==> src/rtl/crc32bs_pkg.sv <==
package crc32bs_pkg;

   localparam logic [31:0] CRC_POLY = 32'hedb8_8320;
   localparam int unsigned QUEUE_DEPTH = 2;
   localparam int unsigned QUEUE_AW = $clog2(QUEUE_DEPTH);

   // classified item handed from the front to the back
   typedef struct packed {
      logic [7:0]  data_byte;
      logic [31:0] seed;
      logic        load_seed;
      logic        fold;
      logic        done;
   } crc32bs_op_type;

   // byte-wise reflected CRC step, LSB first
   function automatic logic [31:0] fold_byte(input logic [31:0] crc,
                                             input logic [7:0] data);
      logic [31:0] c;
      c = {24'd0, crc[7:0] ^ data};
      for (int k = 0; k < 8; k++) begin
         if (c[0]) begin
            c = CRC_POLY ^ (c >> 1);
         end else begin
            c = c >> 1;
         end
      end
      return c ^ (crc >> 8);
   endfunction

endpackage

==> src/rtl/crc32bs_front.sv <==
module crc32bs_front (
   input  logic                       clock,
   input  logic                       reset,
   input  logic                       csr_wr_en,
   input  logic                       csr_wr_data,
   input  logic                       req_valid,
   output logic                       req_stall,
   input  logic [7:0]                 req_data_byte,
   input  logic                       req_first_byte,
   input  logic                       req_last_byte,
   input  logic [31:0]                req_seed,
   input  logic                       q_full,
   output logic                       q_push,
   output crc32bs_pkg::crc32bs_op_type q_op
);
   import crc32bs_pkg::*;

   logic stop_on_zero_ff;
   logic stop_on_zero_in;
   logic zero_byte;

   always_comb begin
      stop_on_zero_in = stop_on_zero_ff;
      if (csr_wr_en) begin
         stop_on_zero_in = csr_wr_data;
      end
   end

   always_ff @(posedge clock) begin
      if (reset) begin
         stop_on_zero_ff <= 1'b0;
      end else begin
         stop_on_zero_ff <= stop_on_zero_in;
      end
   end

   assign zero_byte = (req_data_byte == 8'd0);
   assign req_stall = q_full;
   assign q_push    = req_valid && !q_full;

   // zero-terminated mode: a zero byte ends the message and is not folded
   always_comb begin
      q_op.data_byte = req_data_byte;
      q_op.seed      = req_seed;
      q_op.load_seed = req_first_byte;
      if (stop_on_zero_ff) begin
         q_op.fold = !zero_byte;
         q_op.done = zero_byte;
      end else begin
         q_op.fold = 1'b1;
         q_op.done = req_last_byte;
      end
   end

endmodule

==> src/rtl/crc32bs_queue.sv <==
module crc32bs_queue (
   input  logic                        clock,
   input  logic                        reset,
   input  logic                        push,
   input  crc32bs_pkg::crc32bs_op_type push_op,
   output logic                        full,
   input  logic                        pop,
   output logic                        not_empty,
   output crc32bs_pkg::crc32bs_op_type pop_op
);
   import crc32bs_pkg::*;

   crc32bs_op_type              entry_ff [QUEUE_DEPTH];
   logic [QUEUE_AW-1:0]         wr_ptr_ff, wr_ptr_in;
   logic [QUEUE_AW-1:0]         rd_ptr_ff, rd_ptr_in;
   logic [QUEUE_AW:0]           count_ff, count_in;
   logic                        do_push, do_pop;

   assign full      = (count_ff == (QUEUE_AW+1)'(QUEUE_DEPTH));
   assign not_empty = (count_ff != '0);
   assign do_push   = push && !full;
   assign do_pop    = pop && not_empty;
   assign pop_op    = entry_ff[rd_ptr_ff];

   always_comb begin
      wr_ptr_in = wr_ptr_ff;
      rd_ptr_in = rd_ptr_ff;
      count_in  = count_ff;
      if (do_push) begin
         wr_ptr_in = (wr_ptr_ff == QUEUE_AW'(QUEUE_DEPTH - 1)) ? '0 : wr_ptr_ff + 1'b1;
      end
      if (do_pop) begin
         rd_ptr_in = (rd_ptr_ff == QUEUE_AW'(QUEUE_DEPTH - 1)) ? '0 : rd_ptr_ff + 1'b1;
      end
      if (do_push && !do_pop) begin
         count_in = count_ff + 1'b1;
      end else if (!do_push && do_pop) begin
         count_in = count_ff - 1'b1;
      end
   end

   always_ff @(posedge clock) begin
      if (reset) begin
         wr_ptr_ff <= '0;
         rd_ptr_ff <= '0;
         count_ff  <= '0;
      end else begin
         wr_ptr_ff <= wr_ptr_in;
         rd_ptr_ff <= rd_ptr_in;
         count_ff  <= count_in;
      end
   end

   always_ff @(posedge clock) begin
      if (do_push) begin
         entry_ff[wr_ptr_ff] <= push_op;
      end
   end

endmodule

==> src/rtl/crc32bs_back.sv <==
module crc32bs_back (
   input  logic                        clock,
   input  logic                        reset,
   input  logic                        q_not_empty,
   input  crc32bs_pkg::crc32bs_op_type q_op,
   output logic                        q_pop,
   output logic                        rsp_valid,
   input  logic                        rsp_stall,
   output logic [31:0]                 rsp_checksum,
   output logic                        rsp_message_done
);
   import crc32bs_pkg::*;

   logic [31:0] crc_ff, crc_in;
   logic        rsp_valid_ff, rsp_valid_in;
   logic [31:0] rsp_checksum_ff, rsp_checksum_in;
   logic        rsp_done_ff, rsp_done_in;
   logic        out_free;
   logic [31:0] base;

   // output register takes a new item when empty or being drained
   assign out_free = !rsp_valid_ff || !rsp_stall;
   assign q_pop    = q_not_empty && out_free;
   assign base     = q_op.load_seed ? ~q_op.seed : crc_ff;

   always_comb begin
      crc_in          = crc_ff;
      rsp_valid_in    = rsp_valid_ff;
      rsp_checksum_in = rsp_checksum_ff;
      rsp_done_in     = rsp_done_ff;
      if (out_free) begin
         rsp_valid_in = q_pop;
      end
      if (q_pop) begin
         crc_in          = q_op.fold ? fold_byte(base, q_op.data_byte) : base;
         rsp_checksum_in = ~crc_in;
         rsp_done_in     = q_op.done;
      end
   end

   always_ff @(posedge clock) begin
      if (reset) begin
         crc_ff       <= '1;
         rsp_valid_ff <= 1'b0;
      end else begin
         crc_ff       <= crc_in;
         rsp_valid_ff <= rsp_valid_in;
      end
   end

   always_ff @(posedge clock) begin
      rsp_checksum_ff <= rsp_checksum_in;
      rsp_done_ff     <= rsp_done_in;
   end

   assign rsp_valid        = rsp_valid_ff;
   assign rsp_checksum     = rsp_checksum_ff;
   assign rsp_message_done = rsp_done_ff;

endmodule

==> src/rtl/crc32_byte_stream.sv <==
// channel | ports                                               | direction
// req     | req_valid, req_stall, data_byte/first/last/seed     | in, one byte per item
// rsp     | rsp_valid, rsp_stall, rsp_checksum, rsp_message_done | out, one result per item
// csr     | csr_wr_en, csr_wr_data (stop_on_zero)                | in, write only
//
// One byte per cycle sustained while rsp_stall is low; a taken item lands in the
// queue at the accepting edge and then moves into the output register, where
// its result is presented. The CRC register closes a loop through the 8-step
// byte fold in the back end.
// Synchronous reset clears the queue and output valid and sets the CRC to ones.
// req_stall rises only when the two-entry queue is full under rsp_stall.
module crc32_byte_stream (
   input  logic        clock,
   input  logic        reset,
   input  logic        csr_wr_en,
   input  logic        csr_wr_data,
   input  logic        req_valid,
   output logic        req_stall,
   input  logic [7:0]  req_data_byte,
   input  logic        req_first_byte,
   input  logic        req_last_byte,
   input  logic [31:0] req_seed,
   output logic        rsp_valid,
   input  logic        rsp_stall,
   output logic [31:0] rsp_checksum,
   output logic        rsp_message_done
);
   import crc32bs_pkg::*;

   crc32bs_op_type push_op, pop_op;
   logic           q_push, q_full, q_pop, q_not_empty;

   crc32bs_front u_front (
      .clock          (clock),
      .reset          (reset),
      .csr_wr_en      (csr_wr_en),
      .csr_wr_data    (csr_wr_data),
      .req_valid      (req_valid),
      .req_stall      (req_stall),
      .req_data_byte  (req_data_byte),
      .req_first_byte (req_first_byte),
      .req_last_byte  (req_last_byte),
      .req_seed       (req_seed),
      .q_full         (q_full),
      .q_push         (q_push),
      .q_op           (push_op)
   );

   crc32bs_queue u_queue (
      .clock     (clock),
      .reset     (reset),
      .push      (q_push),
      .push_op   (push_op),
      .full      (q_full),
      .pop       (q_pop),
      .not_empty (q_not_empty),
      .pop_op    (pop_op)
   );

   crc32bs_back u_back (
      .clock            (clock),
      .reset            (reset),
      .q_not_empty      (q_not_empty),
      .q_op             (pop_op),
      .q_pop            (q_pop),
      .rsp_valid        (rsp_valid),
      .rsp_stall        (rsp_stall),
      .rsp_checksum     (rsp_checksum),
      .rsp_message_done (rsp_message_done)
   );

endmodule
==> config.mk <==
export PLATFORM = sky130hd
export DESIGN_NAME = crc32_byte_stream
export DESIGN_NICKNAME = d
export VERILOG_FILES = /design/src/rtl/crc32bs_pkg.sv /design/src/rtl/crc32bs_front.sv /design/src/rtl/crc32bs_queue.sv /design/src/rtl/crc32bs_back.sv /design/src/rtl/crc32_byte_stream.sv
export SDC_FILE = /design/constraint.sdc
export NUM_CORES = 1
export LEC_CHECK = 0
export BUFFER_PORTS_ARGS = -buffer_cell sky130_fd_sc_hd__buf_2
export CELL_PAD_IN_SITES_DETAIL_PLACEMENT = 1
export CELL_PAD_IN_SITES_GLOBAL_PLACEMENT = 2
export CORE_AREA = 2 2 134 136
export CTS_CLUSTER_SIZE = 12
export DETAILED_ROUTE_END_ITERATION = 8
export DIE_AREA = 0 0 136 138
export PLACE_DENSITY_LB_ADDON = 0.1
export SLEW_MARGIN = 20
export SYNTH_ARGS = -nofsm -noshare
export SYNTH_HDL_FRONTEND = slang
export SYNTH_SLANG_ARGS = --single-unit
==> constraint.sdc <==
create_clock -name clock -period 7.8 [get_ports clock]
set_input_delay 1.56 -clock clock [delete_from_list [all_inputs] [get_ports clock]]
set_output_delay 1.56 -clock clock [all_outputs]
set_load 0.05 [all_outputs]
## Word level (Yosys, flattened, before mapping)

Memories as Yosys holds them, arrays and structs flattened. A register that Yosys moved wholly into a read port is not among the register bits.
Index checks and enable logic that the tools add are counted.
Widths: inputs -> output; s select.

| cells by class | value |
|---|---|
| divide/modulo/power cells | 0 |
| multiply operators | 0 |
| $lt $le $gt $ge | 0 |
| reduce and logical (&&, ||, !) cells | 16 |
| $add $sub $neg | 4 |
| shift operators | 0 |
| equal/unequal tests | 1 |
| mux-type cells | 27 |
| bitwise logic cells | 12 |

Operator list:

| cell | number |
|---|---|
| $mux 32 | 18 |
| $not 13->14 | 7 |
| $not 32->32 | 2 |
| $xor 32x24->32 | 1 |
| $not 1->14 | 1 |
| $logic_not 8->1 | 1 |
| $xor 8x8->8 | 1 |
| $logic_and 1x1->1 | 6 |
| $logic_not 1->1 | 6 |
| $mux 1 | 6 |
| $mux 2 | 3 |
| $reduce_bool 2->1 | 2 |
| $add 1x1->1 const B | 2 |
| $add 2x1->2 const B | 1 |
| $eq 2x2->1 const B | 1 |
| $sub 2x1->2 const B | 1 |
| $logic_or 1x1->1 | 1 |

| word-level totals | value |
|---|---|
| logic and storage cells | 69 |
| memories | 1 |
| latch bits | 0 |
| bits in read-only memories | 0 |
| flip-flop bits (word level) | 71 |
| input port bits | 48 |
| memory bits (writable) | 86 |

Memories:

| memory | words | bits a word | read ports | clocked after Yosys merged registers in | write ports | line | text |
|---|---|---|---|---|---|---|---|
| u_queue.entry_ff | 2 | 43 | 1 | 1 | 1 | crc32bs_queue.sv:13 | `crc32bs_op_type entry_ff [QUEUE_DEPTH];` |

## Depth between registers and ports, before layout

Gate-level depths: netlist of run 1.

| depth | value |
|---|---|
| word-level depth | 30 |
| depth in mapped cells | 12 |

## Modules after synthesis

Synthesis of run 1 repeated with hierarchy kept, for this count alone.

| unflattened totals | value |
|---|---|
| cells, all modules | 589 |
| area total of the unflattened synthesis | 7663.6 um^2 |

By module, submodules not included:

| module | sequential area each (um^2) | area an instance (um^2) | cells an instance | instances |
|---|---|---|---|---|
| crc32bs_back | 1651.6 | 3943.8 | 378 | 1 |
| crc32bs_queue | 2682.6 | 3311.9 | 159 | 1 |
| crc32bs_front | 20.0 | 407.9 | 52 | 1 |

## Least setup slack after synthesis of run 1

No wires, ideal clock.

| path | value |
|---|---|
| kind | input to register |
| start | input req_valid |
| end | memory u_queue.entry_ff[0][0] in the netlist's numbering (enable) |
| stages | 2 |
| data required time | 7.357 ns |
| arrival time | 3.455 ns |
| path buffers | 0 |
| setup slack | 3.901 ns |
| path through | nand2_1 nor2_1 |

| on the way | value |
|---|---|
| longest elaborated chain between the ends | 4 |

RTL lines:

| item | line | text |
|---|---|---|
| start: declaration | crc32_byte_stream.sv:17 | `input logic req_valid,` |
| $logic_and 1x1->1 | crc32bs_front.sv:39 | `assign q_push = req_valid && !q_full;` |
| $logic_and 1x1->1 | crc32bs_queue.sv:21 | `assign do_push = push && !full;` |
| $mux 1 | crc32bs_queue.sv:55 | `if (do_push) begin` |
| $mux 1 (implied by the code) | crc32bs_queue.sv:56 | `entry_ff[wr_ptr_ff] <= push_op;` |
| end: declaration | crc32bs_queue.sv:13 |  |

Every way passes these cells.

==> results of run 1 <==
-- path summary, 6_finish.rpt --
| check | slack, ns | start | end |
|---|---|---|---|
| setup / recovery | 3.75 | register | u_back.rsp_checksum[16]$_DFFE_PP_ |
| setup reg to reg | 3.75 | register | u_back.rsp_checksum[16]$_DFFE_PP_ |
| hold reg to reg | 0.48 | u_back.crc_ff[29]$_SDFFE_PP1P_ | u_back.crc_ff[29]$_SDFFE_PP1P_ |
| hold / removal | 0.48 | u_back.crc_ff[29]$_SDFFE_PP1P_ | u_back.crc_ff[29]$_SDFFE_PP1P_ |
-- metrics by stage --
stage	setup slack (ns)	hold WS (ns)	instances	util, %	instance area (sq um)
floorplan	3.901	0.4362	583	-	7378
global route	3.474	0.5008	894	48.85	8566
global placement	3.855	0.4495	862	45.54	7985
finish	3.754	0.4759	894	48.85	8566
detailed placement	3.740	0.4584	862	45.54	7985
CTS	3.696	0.4756	894	48.83	8562
-- sequential cells by signal, summed over array words and instances (netlist names), named ones only --
register / count
u_back.rsp_valid: 1
u_queue.wr_ptr_ff: 1
u_queue.rd_ptr_ff: 1
u_back.crc_ff: 32
u_queue.entry_ff: 86
u_front.stop_on_zero_ff: 1
u_back.rsp_checksum: 32
u_queue.count_ff: 2
u_back.rsp_message_done: 1
-- worst register-to-register path: stages (launching register included) --
cell and delay (ns):
dfxtp_2 0.87, buf_4 0.58, mux2_4 0.56, o2111a_1 0.34
or2_0 0.44, xnor2_2 0.35, xnor3_1 0.47, nand2_1 0.10
nand2_1 0.08
-- logic make-up after synthesis --
| family | after synthesis | synth area share [%] |
|---|---|---|
| adder cells (fa/ha/maj) | 1 | 0.1696 |
| multiplexers | 27 | 4.002 |
| AND/OR/NAND/NOR | 145 | 9.937 |
| flip-flops | 158 | 59.01 |
| AO/OA/AOI/OAI | 155 | 15.26 |
| XOR/XNOR | 53 | 8.903 |
| buffers and inverters | 44 | 2.713 |
-- cell type report --
type                       instances  area, sq um
clock buffer                      20        466.7
clock inverter                    12        110.1
fill                            1835         8969
inverter                           7        26.28
multi-input combinational        381         2873
sequential                       158         4355
tap                              229        286.5
timing repair buffer              87        447.9
-- layer usage --
layer  vias to the layer above  global-route usage, %  part of all wire (%)
met5                         -                      0                     0
met4                         0                  6.250                   1.3
met3                        18                  3.924                   2.8
met2                        82                  34.81                    50
met1                      2511                  28.29                    46
li1                       2337                      -                     -
-- cells in the final DEF (no fill, tap or decap), drive strengths merged, types with 4 or more instances in the layout --
cell type  Yosys  layout
a211o          6       6
a211oi        18      18
a21oi         48      48
and3           4       4
and3b          4       4
buf           21      87
clkbuf        16      20
clkinv         0       5
dfxtp         39      39
edfxtp       119     119
inv            7      10
mux2          17      17
mux2i         10      10
nand2         50      50
nand3         11      11
nand3b        11      11
nor2          30      30
nor2b         15      15
nor3           4       4
nor3b          5       5
o2111a         9       9
o2111ai        8       8
o211ai        22      22
o21ai         26      26
xnor2         25      25
xnor3          9       9
xor2          19      19
==> impl_metrics.toml, run 1 <==
[timing]
hold_violations = 0
clock.fmax_mhz = 247.2
skew_ns = 0.01063
tns_ns = 0
rsz0062_at_grt = "no"
worstMarginPinSlew_ns = 1.050
finalSetupViolations = 0
fin_crit_sh_pct = 51.87
slew_viol_final = 0
slew_headroom_pct = 29.90
finalCriticalPeriod_ns = 4.046

[yosys]
post-synth-top-area-fraction_pct = 48.43
async_flop_share_pct = 0
ys_seq_area_share_pct = 59.01
yosysMostFrequentCell = "edfxtp_1"
ys_top_cells_by_count = "edfxtp_1, a21oi_1, nand2_1"
synth_nets = 632
synth_enable_flop_cells = 119
ys_ff_latch = 158
postSynthCellCount = 583
yosys-top-cells-area = "edfxtp_1, dfxtp_1, a21oi_1"
synthFlopType = "edfxtp_1"
synth.distinct_cells = 60
avgSynthCellArea_sq_um = 12.66
yosys_warnings = 0
synth_area_leader_cell = "edfxtp_1"
synth.cell_area_sq_mm = 0.007378

[setup_path]
rr_worst_depth = 8
crit_required_ns = 7.97
cp.depth = 8
start_kind = "register"
cpPeakStageDelay_ns = 0.87
end_kind = "register"
cpMaxStageDelayCell = "dfxtp_2"
cp_cell_sequence = "buf_4, mux2_4, o2111a_1, or2_0, xnor2_2, xnor3_1, nand2_1, nand2_1"
worst-path-buf-inv = 1
crit_fanout = 43
cp_top_family = "flip-flops"
path_class = "register to register"
arrival_ns = 4.22
path_common_cell = "nand2_1"

[worst_hold_path]
hold_path.class = "register to register"
worstHoldPathCells = 1

[cts]
clock_path_buffers = 2
path_clk_slew_ns = 0.07
cts_resized = 0
clock-sinks = 158
htree_levels = 4
clkLatencyLatePin_ns = 0.43
clock-root-buffer = "clkbuf_16"
cts-buffers-inserted = 17
post_cts_buffers = 0
cts_hold_buf = 0
cts_tree = "yes"

[floorplan]
core.rowCount = 49
fp.dieH_microns = 138
pin_count = 83
start_util_pct = 42.08
core_sq_mm = 0.01753
chipWidth_microns = 136
die-area_sq_mm = 0.01877

[placed_design]
dp_hpwl_microns = 12750
io_buffers = 82
gp_congestion = 0.8093

[routing]
vias_per_cell = 5.535
wl_per_cell_microns = 21.36
vias = 4948
totalWireLength_microns = 19090
drc = 0
dr.pass1.iters = 4
ant_nets = 0
drt_iter0_markers = 295

[grt]
grt_pass1_vias = 5188
grt_max_degree = 53
grtUsageTotal_pct = 21.08
grt_pass1_wl_microns = 29730
gr-total-overflow = 0
antenna_found_initial = 0

[flow_run]
maxCapViolCount = 0

[finish]
drive_gt1_share_pct = 24.21
diodes = 0
synthToLayoutAreaGrowth_pct = 16.09
nets = 701

[status]
status = "complete, no violations"
Power of run 1 is not shown: default switching activity piles up to over one toggle a cycle in this logic, so the estimate is an artifact.
==> run 2: changes to the inputs <==
Settings changed: CORE_AREA 2 2 134 136 to 2 2 139 141, DIE_AREA 0 0 136 138 to 0 0 141 143.
Clock period 7.8 ns to 4.1 ns, I/O delays scaled along.
==> run 2 against run 1 <==
Compared with the run above:
- core utilization is 2.3 points lower
- critical path depth is 2 lower
- hold slack worse by 0.0030 ns
- count of clock-buffer cells in the layout stayed put
- worst setup slack worse by 3.1 ns
- first-iteration DRC count is 11% higher
==> impl_metrics.toml, run 2 (synthesis results as in run 1) <==
[finish]
synthToLayoutAreaGrowth_pct = 17.30
diodes = 0
mostFrequentLayoutCell = "edfxtp_1"
mostFrequentLayoutCells = "edfxtp_1, buf_2, a21oi_1"
regArea_sq_mm = 0.004355
multi_input_area_sq_mm = 0.002873
nets = 705
top_register = "u_queue.entry_ff"
nFillCells = 1933
drive_gt1_share_pct = 23.92
finalNonFillerCells = 903
largest_reg_flops = 86

[floorplan]
pin_count = 83
fp.dieH_microns = 143
core_sq_mm = 0.01858
core.rowCount = 50
chipWidth_microns = 141
start_util_pct = 39.71
die-area_sq_mm = 0.02016

[setup_path]
end_kind = "register"
path_class = "register to register"
reg2reg_slack_ns = 0.70
start_kind = "register"
r2r_end = "u_back.rsp_checksum[4]$_DFFE_PP_"
crit_fanout = 35
cpMaxStageDelayCell = "edfxtp_1"
cpPeakStageDelay_ns = 0.74
r2r-start = "u_queue.entry_ff[1][2]$_DFFE_PP_"
rr_worst_depth = 6
crit_required_ns = 4.22
cp_cell_sequence = "mux2_4, o2111a_1, or2_0, xnor3_1, xnor2_1, o21ai_1"
arrival_ns = 3.53

[routing]
ant_nets = 0
wl_per_cell_microns = 21.57
vias = 4952
drc = 0
drt_iter0_markers = 326
vias_per_cell = 5.484
dr.pass1.iters = 6
totalWireLength_microns = 19470

[cts]
htree_levels = 4
clock-root-buffer = "clkbuf_16"
cts_tree = "yes"
clock-sinks = 158
clock_path_buffers = 2
cts_resized = 0
post_cts_buffers = 0
cts_hold_buf = 0
cts-buffers-inserted = 17
clkLatencyLatePin_ns = 0.43
path_clk_slew_ns = 0.07

[timing]
tns_ns = 0
fin_crit_sh_pct = 83.02
clock.fmax_mhz = 293.8
slew_headroom_pct = 32.34
worstMarginPinSlew_ns = 1.013
finalCriticalPeriod_ns = 3.404
rsz0062_at_grt = "no"
skew_ns = 0.01463
slew_viol_final = 0
hold_slack_ns = 0.4729
hold_violations = 0
finalSetupViolations = 0

[grt]
antenna_found_initial = 0
grt_pass1_vias = 5316
gr-total-overflow = 0
grt_pass1_wl_microns = 30550
grtUsageTotal_pct = 20.27
grt_max_degree = 52

[worst_hold_path]
worstHoldPathCells = 1
min_to = "u_back.crc_ff[13]$_SDFFE_PP1P_"
holdCritStartpoint = "u_back.crc_ff[13]$_SDFFE_PP1P_"
hold_path.class = "register to register"

[flow_run]
maxCapViolCount = 0

[placed_design]
gp_congestion = 0.8133
io_buffers = 82
placedCellCount = 871
dp_hpwl_microns = 13270

[status]
status = "complete, no violations"
## run 2: worst max-delay path by stage
| stage | startpoint | endpoint | depth (start not counted) |
|---|---|---|---|
| floorplan | req_valid | u_queue.entry_ff[0][0]$_DFFE_PP_ | 2 |
| global placement | register | u_back.crc_ff[18]$_SDFFE_PP1P_ | 7 |
| detailed placement | register | u_back.rsp_checksum[4]$_DFFE_PP_ | 6 |
| CTS | register | u_back.rsp_checksum[4]$_DFFE_PP_ | 6 |
| global route | register | u_back.rsp_checksum[4]$_DFFE_PP_ | 6 |
| finish | u_queue.entry_ff[1][2]$_DFFE_PP_ | u_back.rsp_checksum[4]$_DFFE_PP_ | 6 |
## run 2: cell type report
type                            count  share of cell area (%)
Sequential cell                   158                   50.33
Multi-Input combinational cell    381                   33.19
Timing Repair Buffer               91                   5.523
Clock buffer                       20                   5.046
Tap cell                          234                   3.383
Clock inverter                     12                   2.226
Inverter                            7                  0.3036
## run 2: worst max-delay path, delay by kind of cell (launching register included)
kind	cells	cell delay [ns]
AND/OR/NAND/NOR	1	0.55
AO/OA/AOI/OAI	2	0.45
flip-flops	1	0.74
multiplexers	1	0.58
XOR/XNOR	2	0.76
## run 2: layer usage
metal	part of all wire, %	GRT usage (%)	vias up
li1	-	-	2345
met4	0.99	5.526	0
met2	50	34.27	88
met5	0	0	-
met3	3.6	3.957	18
met1	46	26.81	2501
## run 2: per-stage QoR
step	cell area [sq um]	util, %	setup slack (ns)
5_1_grt	8655	46.58	0.4682
4_1_cts	8651	46.56	0.7016
6_report	8655	46.58	0.6963
3_5_place_dp	8021	43.17	0.7317
3_3_place_gp	8021	43.17	0.7749
2_1_floorplan	7378	-	0.9412
Power of run 2 is left out for the same reason.
==> run 3: changes to the inputs <==
Settings changed: CORE_AREA 2 2 139 141 to 2 2 147 149, DIE_AREA 0 0 141 143 to 0 0 149 151.
Clock period 4.1 ns to 3 ns, I/O delays scaled along.
==> run 3 against run 2 <==
Compared with the run above:
- count of clock-buffer cells in the layout unchanged
- cell area up 1.9%
- critical endpoint is now u_back.crc_ff[18]$_SDFFE_PP1P_
- via count up 0.95%
- core utilization down 4.2 points
- global-route usage down 1.7 points
- non-clock buffer count up 18
- hold slack worse by 0.12 ns
==> impl_metrics.toml, run 3 (synthesis results as in run 1) <==
[floorplan]
chipWidth_microns = 149
core.rowCount = 53
pin_count = 83
fp.dieH_microns = 151
start_util_pct = 35.43
die-area_sq_mm = 0.02250
core_sq_mm = 0.02082

[routing]
vias = 4999
vias_per_cell = 5.202
totalWireLength_microns = 19800
wl_per_cell_microns = 20.61
drc = 0
dr.pass1.iters = 4
ant_nets = 0
drt_iter0_markers = 214

[timing]
hold_violations = 0
fin_crit_sh_pct = 94.86
fin_ws_ns = 0.1541
slew_viol_final = 0
skew_ns = 0.02089
tns_ns = 0
rsz0062_at_grt = "no"
worstMarginPinSlew_ns = 0.8850
finalCriticalPeriod_ns = 2.846
finalSetupViolations = 0
slew_headroom_pct = 40.93
clock.fmax_mhz = 351.4

[cts]
cts_hold_buf = 0
htree_levels = 4
cts_tree = "yes"
path_clk_slew_ns = 0.06
cts-buffers-inserted = 17
clock-root-buffer = "clkbuf_16"
clkLatencyLatePin_ns = 0.43
clock_path_buffers = 2
clock-sinks = 158

[finish]
drive_gt1_share_pct = 26.38
final_util_pct = 42.35
nets = 723
nFillCells = 2227
mostFrequentLayoutCell = "edfxtp_1"
top_register = "u_queue.entry_ff"
largest_reg_flops = 86
diodes = 0
mostFrequentLayoutCells = "edfxtp_1, buf_2, a21oi_1"
synthToLayoutAreaGrowth_pct = 19.52
design_area_sq_mm = 0.008818

[flow_run]
maxCapViolCount = 0

[setup_path]
r2r_end = "u_back.crc_ff[18]$_SDFFE_PP1P_"
rr_worst_depth = 7
arrival_ns = 3.12
crit_path_end = "u_back.crc_ff[18]$_SDFFE_PP1P_"
crit_required_ns = 3.27
path_class = "register to register"
crit_fanout = 21
reg2reg_slack_ns = 0.15
start_kind = "register"
end_kind = "register"

[status]
status = "complete, no violations"

[placed_design]
gp_congestion = 0.8444
pre_cts_ws_ns = 0.009867
io_buffers = 82
place_area_sq_mm = 0.008193
dp_hpwl_microns = 14160

[worst_hold_path]
hold_path.class = "input port to register"

[grt]
antenna_found_initial = 0
grt_max_degree = 44
grtUsageTotal_pct = 18.55
gr-total-overflow = 0
grt_pass1_vias = 5359
grt_pass1_wl_microns = 30860
[run 3: cell types whose count changed in the layout (fill, tap and decap cells not counted), sizes merged]
cell / change
buf: +18
clkinv: -2
clkinvlp: +3
bufinv: -3
inv: +1
[run 3: final cells by class]
cell class                      instances  area, sq um  share of cell area (%)
Timing Repair Buffer                  109        613.1                   6.952
Multi-Input combinational cell        381         2914                   33.04
Clock buffer                           20        446.7                   5.065
Tap cell                              275        344.1                   3.902
Clock inverter                         11        116.4                   1.320
Inverter                                7        26.28                  0.2980
Sequential cell                       158         4358                   49.42
[run 3: worst min path at each step]
stage                                         from                                 to  slack [ns]  depth (start not counted)
global route                          req_seed[21]  u_queue.entry_ff[0][24]$_DFFE_PP_        0.33                          1
detailed placement  u_back.crc_ff[29]$_SDFFE_PP1P_     u_back.crc_ff[29]$_SDFFE_PP1P_        0.47                          1
finish                                req_seed[22]  u_queue.entry_ff[0][25]$_DFFE_PP_        0.35                          1
floorplan           u_back.crc_ff[13]$_SDFFE_PP1P_     u_back.crc_ff[13]$_SDFFE_PP1P_        0.44                          1
CTS                                   req_seed[29]  u_queue.entry_ff[0][32]$_DFFE_PP_        0.34                          1
global placement    u_back.crc_ff[29]$_SDFFE_PP1P_     u_back.crc_ff[29]$_SDFFE_PP1P_        0.45                          1
[run 3: timing repair]
| action | CTS | global route |
|---|---|---|
| buffers inserted | 0 | 2 |
| gates resized for setup | 0 | 7 |
| endpoints found under the setup margin | 0 | 11 |
[run 3: per-stage QoR]
| step | std cells | hold slack [ns] |
|---|---|---|
| after CTS | 959 | 0.3409 |
| after global placement | 928 | 0.4512 |
| final | 961 | 0.3518 |
| after global routing | 961 | 0.3318 |
| after floorplan | 583 | 0.4362 |
| after detailed placement | 928 | 0.4679 |
[run 3: worst max-delay path, cell delays in order (launching register included)]
cell      delay [ns]
dfxtp_4         0.43
mux2_4          0.44
o2111a_1        0.31
or2_1           0.29
xnor3_2         0.46
xnor3_1         0.43
a211oi_2        0.23
o21ai_1         0.09
[run 3: metal layers]
layer,global-route usage [%],vias to the layer above,wire length [microns]
met2,32.03,75,9888
met4,4.905,0,153
met1,23.86,2536,9251
met5,0,-,0
li1,-,2380,-
met3,3.765,8,511
Power of run 3 is left out for the same reason.
